`config.mk`:
```
export PLATFORM = sky130hd
export DESIGN_NAME = vgts_ctrl
export DESIGN_NICKNAME = d
export VERILOG_FILES = /design/src/hdl/vgts_pkg.sv /design/src/hdl/vgts_ctrl.sv
export SDC_FILE = /design/constraint.sdc
export NUM_CORES = 1
export LEC_CHECK = 0
export ABC_AREA = 1
export BUFFER_PORTS_ARGS = -buffer_cell sky130_fd_sc_hd__buf_2
export CAP_MARGIN = 20
export CORE_AREA = 3 3 40 42
export CTS_CLUSTER_DIAMETER = 30
export DETAILED_ROUTE_END_ITERATION = 7
export DIE_AREA = 0 0 43 45
export PLACE_DENSITY = 0.61
export SLEW_MARGIN = 30
export SYNTH_ARGS = -nofsm -noshare
export SYNTH_HDL_FRONTEND = slang
export SYNTH_SLANG_ARGS = --single-unit
```
`constraint.sdc`:
```
create_clock -name clk -period 1.2 [get_ports clk]
set_input_delay 0.06 -clock clk [delete_from_list [all_inputs] [get_ports clk]]
set_output_delay 0.06 -clock clk [all_outputs]
set_load 0.005 [all_outputs]
```
`src/hdl/vgts_pkg.sv`:
```
// ----------------------------------------------------------------------------
// Voxel grid sampler package
// Types, field widths and codes shared by the sampler modules.
// ----------------------------------------------------------------------------
package vgts_pkg;

  localparam int SIZE_W    = 6;
  localparam int CFG_IDX_W = 2;
  localparam int IDX_W     = 15;
  localparam int VAL_W     = 16;
  localparam int COORD_W   = 18;
  localparam int OUT_W     = 16;
  localparam int FRAC_W    = 16;
  localparam int SPLIT_W   = 26;                 // c*n - 0.5 in Q.16
  localparam int FLOOR_W   = SPLIT_W - FRAC_W;   // signed floor
  localparam int ROW_W     = 2 * SIZE_W + 1;     // z*Y + y
  localparam int ADDR_W    = 19;                 // (z*Y + y)*X + x
  localparam int CORNER_PAD = 8;                 // extra fraction bits per corner

  localparam logic [SIZE_W-1:0] GRID_RESET = SIZE_W'(32);
  localparam logic [FRAC_W:0]   HALF       = (FRAC_W + 1)'(32768);
  localparam logic [OUT_W-1:0]  OUT_MAX    = '1;

  // register indexes
  localparam logic [CFG_IDX_W-1:0] REG_GRID_X = 2'd0;
  localparam logic [CFG_IDX_W-1:0] REG_GRID_Y = 2'd1;
  localparam logic [CFG_IDX_W-1:0] REG_GRID_Z = 2'd2;

  // item kinds
  localparam logic KIND_WRITE  = 1'b0;
  localparam logic KIND_SAMPLE = 1'b1;

  localparam logic [2:0] LAST_CORNER = 3'd7;
  localparam logic [2:0] LAST_XLERP  = 3'd3;
  localparam logic [2:0] LAST_YLERP  = 3'd1;

  typedef enum logic [3:0] {
    S_IDLE,
    S_FETCH,
    S_WAIT_C,
    S_XL,
    S_WAIT_X,
    S_YL,
    S_WAIT_Y,
    S_ZL,
    S_WAIT_Z
  } state_t;

  typedef enum logic [1:0] {
    LVL_X,
    LVL_Y,
    LVL_Z
  } lvl_t;

  typedef struct packed {
    logic       accept;
    logic       issue;
    logic [2:0] corner;
    logic       issue_last;
    logic       lerp_go;
    lvl_t       lerp_lvl;
    logic       lerp_last;
  } dp_cmd_t;

  typedef struct packed {
    logic corners_in;   // last corner landed in the corner line
    logic lerp_last;    // last lerp of the current level landed
  } dp_stat_t;

endpackage

```
`src/hdl/vgts_ctrl.sv`:
```
// ----------------------------------------------------------------------------
// Voxel grid sampler controller
// Sequences corner fetch and the three lerp levels of one sample item.
// ----------------------------------------------------------------------------
module vgts_ctrl import vgts_pkg::*; (
  input  logic     clk,
  input  logic     rst,
  input  logic     start,
  input  logic     kind,
  input  dp_stat_t stat,
  output logic     busy,
  output dp_cmd_t  cmd
);

  state_t     state, state_next;
  logic [2:0] cnt, cnt_next;

  always_ff @(posedge clk) begin
    if (rst) begin
      state <= S_IDLE;
      cnt   <= '0;
    end else begin
      state <= state_next;
      cnt   <= cnt_next;
    end
  end

  always_comb begin
    state_next = state;
    unique case (state)
      S_IDLE:   if (start && kind == KIND_SAMPLE) state_next = S_FETCH;
      S_FETCH:  if (cnt == LAST_CORNER) state_next = S_WAIT_C;
      S_WAIT_C: if (stat.corners_in) state_next = S_XL;
      S_XL:     if (cnt == LAST_XLERP) state_next = S_WAIT_X;
      S_WAIT_X: if (stat.lerp_last) state_next = S_YL;
      S_YL:     if (cnt == LAST_YLERP) state_next = S_WAIT_Y;
      S_WAIT_Y: if (stat.lerp_last) state_next = S_ZL;
      S_ZL:     state_next = S_WAIT_Z;
      S_WAIT_Z: if (stat.lerp_last) state_next = S_IDLE;
      default:  state_next = S_IDLE;
    endcase
  end

  // counter runs inside the issuing states, cleared on every change
  always_comb begin
    if ((state == S_FETCH || state == S_XL || state == S_YL) && state_next == state) begin
      cnt_next = cnt + 3'd1;
    end else begin
      cnt_next = '0;
    end
  end

  always_comb begin
    busy           = (state != S_IDLE);
    cmd            = '0;
    cmd.corner     = cnt;
    cmd.lerp_lvl   = LVL_X;
    unique case (state)
      S_IDLE: begin
        cmd.accept = start;
      end
      S_FETCH: begin
        cmd.issue      = 1'b1;
        cmd.issue_last = (cnt == LAST_CORNER);
      end
      S_XL: begin
        cmd.lerp_go   = 1'b1;
        cmd.lerp_lvl  = LVL_X;
        cmd.lerp_last = (cnt == LAST_XLERP);
      end
      S_YL: begin
        cmd.lerp_go   = 1'b1;
        cmd.lerp_lvl  = LVL_Y;
        cmd.lerp_last = (cnt == LAST_YLERP);
      end
      S_ZL: begin
        cmd.lerp_go   = 1'b1;
        cmd.lerp_lvl  = LVL_Z;
        cmd.lerp_last = 1'b1;
      end
      S_WAIT_C, S_WAIT_X, S_WAIT_Y, S_WAIT_Z: begin
        cmd.issue = 1'b0;
      end
      default: begin
        cmd.issue = 1'b0;
      end
    endcase
  end

endmodule

```
==> key figures <==
Routing
  – Count of routing violations after the opening detailed-route iteration: 5
  – DRC viols: 0
  – Detail-routed via count per cell: between 4 and 5
  – WL final: roughly 1200 µm
  – Drt wl/cell: between 10 and 15 µm
  – Overall via count from detail_route: about 530
  – Antenna-violating nets left: 0
  – Number of iterations in the first detailed-routing pass: 3

Worst setup path
  – Endpoint arrival time on the critical path: 1.24 ns
  – Cell chain of the critical path: ha_4, ha_4, buf_6, nand2_2, inv_1, buf_2
  – Origin of the critical flop-to-flop path: cnt[0]$_SDFF_PP0_
  – CP Max Fanout: 3
  – Cell with the most instances on the worst path: ha_4
  – CP startpoint: cnt[0]$_SDFF_PP0_
  – Endpoint of the worst register-to-register path: state[1]$_SDFF_PP0_
  – Crit-path leading delay family: flip-flops
  – Data required time at the worst endpoint: 1.14 ns
  – Worst Reg2Reg Path Length in Cells: 7
  – Number of logic stages on the critical path including buffering: 6
  – Nature of the critical path startpoint: register
  – Minimum setup slack among reg-to-reg paths: -0.07 ns
  – Largest stage delay, worst path: roughly 0.35 ns
  – Critical path's slowest cell: dfxtp_4
  – Startpoint-to-endpoint class of the critical path: reg2out
  – Critical path capture point type: primary output
  – Timing endpoint of the critical path: cmd[4]
  – Sum of buffers and inverters on the critical path: 3

Synthesis
  – Netlist Area Pre-Place: roughly 480 µm²
  – Distinct cell type count of the synthesized netlist: 16
  – Number of instances in the synthesized netlist: 72
  – Total nets after synthesis: slightly above 80
  – Sequential cell area fraction in the yosys report: between 20% and 30%
  – Number of warnings issued by yosys: 0
  – Post-Syn Area per Cell: between 6 and 7 µm²
  – Post-synthesis sequential element count: 7

Final layout
  – Storage element area: approximately 150 µm²
  – Antenna diode count: 0
  – Filler Cells Inserted: ~120
  – Core Util, Final: roughly three fifths
  – Ratio of cells with drive above 1 in the final layout: approximately three fifths
  – Final Net Count: around 110
  – Area Overhead vs Synth: 60.1%
  – Multi-input gate area in the final layout: 338 µm²

Power
  – Total leakage power: 0.000388 µW
  – Worst ir drop on vdd: 0.553 mV
  – Areal power density over the cells: ~760 nW/µm²
  – Power consumption: between 500 and 600 µW

Run status
  – Status: complete, but fails checks
  – Violated checks: negative setup slack

Clock tree
  – Number of levels the H-tree was split into: 1
  – Number of buffers on the longest clock path: 2
  – Reg clk slew, reported paths: ~0.05 ns
  – Number of buffers inserted by hold repair at cts: 0
  – Number of clock sinks seen by CTS: 7
  – CTS Root Buffer Type: clkbuf_4
  – Number of clock buffers inserted by TritonCTS: 3
  – Clock tree from TritonCTS: done
  – Clk_lat worst skew: around 0.25 ns

Timing
  – Pin slew with the least headroom to its limit: approximately 0.17 ns
  – Worst Slack Setup Final: -0.104 ns
  – Fin Clk Skew: around 0.0033 ns
  – Max_slew headroom: 88.8%
  – Hold violation total from the final report: 0
  – Maximum clock rate: 0.767 GHz
  – Crit share post-route: 109%
  – Max Slew Vio Count: 0
  – Final-report setup violation count: 6
  – Clock period minus final worst setup slack: approximately 1.3 ns
  – Setup repair after global routing missed its margin: true

Global route
  – Number of global-route vias before repair: slightly below 500
  – First-pass GRT wire length: ~1900 µm
  – Number of antenna violations at the first check in global routing: 0
  – All-layer global routing usage: 13.1%
  – Leftover overflow at the end of global routing: 0
  – Pin count of the biggest net entering global routing: 9

Die
  – Top Ports: 17
  – Overall die area: about 1900 µm²
  – FP Rows: 13
  – Area of the core: between 1000 and 1500 µm²
  – Width of the die: 43 µm
  – Vertical die dimension: 45 µm
  – Starting Density: ~37%

Flow run
  – Max-cap violations: 0

Placement
  – Pre-CTS setup slack: -0.0449 ns
  – Global placement routability congestion: 0.779
  – DP Wirelength: just under 900 µm
  – Count of port buffers added during placement: 16

Hold path
  – Worst hold-check path type: in2reg
  – Hold Path Cell Cnt: 2
[per-layer routing]
| metal | vias up | wire length (µm) | GRT usage (%) |
|---|---|---|---|
| li1 | 283 | - | - |
| met1 | 238 | 514 | 14.5 |
| met2 | 13 | 617 | 22.5 |
| met3 | 0 | 79 | 3.98 |
| met4 | 0 | 0 | 7.23 |
| met5 | - | 0 | 0 |
[cells in the mapped netlist]
cell      instances  area share, %
nand2_2           1            1.3
nand3_2           1            2.1
dfxtp_1           7             29
o22ai_1           1            1.3
a21oi_1           5            5.2
nor2_1           14             11
nor2_4            2            4.7
nor2_2            1            1.3
ha_1              4             10
nor3_1            1            1.0
buf_6             1            2.4
nand3b_1          1            1.6
a41oi_1           1            1.8
nand3_1           4            4.2
inv_1            16             13
nand2_1          12            9.4
[stage by stage]
stage,instances,setup TNS [ns],cell area [µm²],hold WS [ns]
after floorplan,72,0,507,0.129
after global placement,107,-0.0712,632,0.301
after detailed placement,107,-0.129,632,0.303
after CTS,113,-0.328,711,0.0317
after global routing,117,-0.836,763,0.0484
final,117,-0.351,763,0.0350
[worst register-to-register path, delay by kind of cell (launching register included)]
family	cells	cell delay, ns
flip-flops	1	0.36
buffers and inverters	3	0.34
adder cells (fa/ha/maj)	2	0.30
AO/OA/AOI/OAI	1	0.15
AND/OR/NAND/NOR	1	0.05
[cell type report]
cell class	count	area share [%]
Sequential cell	7	20.2
Clock buffer	4	3.44
Timing Repair Buffer	27	21.8
Tap cell	15	2.46
Multi-Input combinational cell	48	44.3
Inverter	16	7.87
[timing repair]
item / CTS / global route
setup endpoints to repair: 8 / 11
setup buffers: 2 / 4
pin swaps: 4 / 6
gates resized for setup: 13 / 12
endpoints found under the hold margin: 0 / 0
[registers in the layout, indices dropped and copies added, names as in the netlist]
name and cells:
state 4, cnt 3
[power breakdown]
group / leakage (µW) / internal [µW] / total (µW) / switching (µW)
Clock: 0.0000150 / 127 / 211 / 84.5
Combinational: 0.000312 / 59.5 / 117 / 57.8
Sequential: 0.0000606 / 241 / 255 / 14.4
[cells by family after synthesis]
family	Yosys count	share of synthesized area, %
AND/OR/NAND/NOR	37	36.7
buffers and inverters	17	15.0
AO/OA/AOI/OAI	7	8.40
flip-flops	7	29.4
adder cells (fa/ha/maj)	4	10.5
[worst min path at each step]
stage / from / to / slack, ns
6_report: rst / state[1]$_SDFF_PP0_ / 0.03
5_1_grt: rst / state[2]$_SDFF_PP0_ / 0.05
4_1_cts: rst / state[2]$_SDFF_PP0_ / 0.03
3_5_place_dp: rst / state[2]$_SDFF_PP0_ / 0.30
3_3_place_gp: rst / state[2]$_SDFF_PP0_ / 0.30
2_1_floorplan: rst / state[0]$_SDFF_PP0_ / 0.13
[cell usage in the layout, fill, tap and decap left out, drive strengths merged, types with 4 or more instances in the layout]
cell / count
buf: 27
ha: 4
nand2: 13
nor2: 17
a21oi: 5
clkbuf: 4
dfxtp: 7
inv: 16
nand3: 5
(Power assumes the default switching activity.)
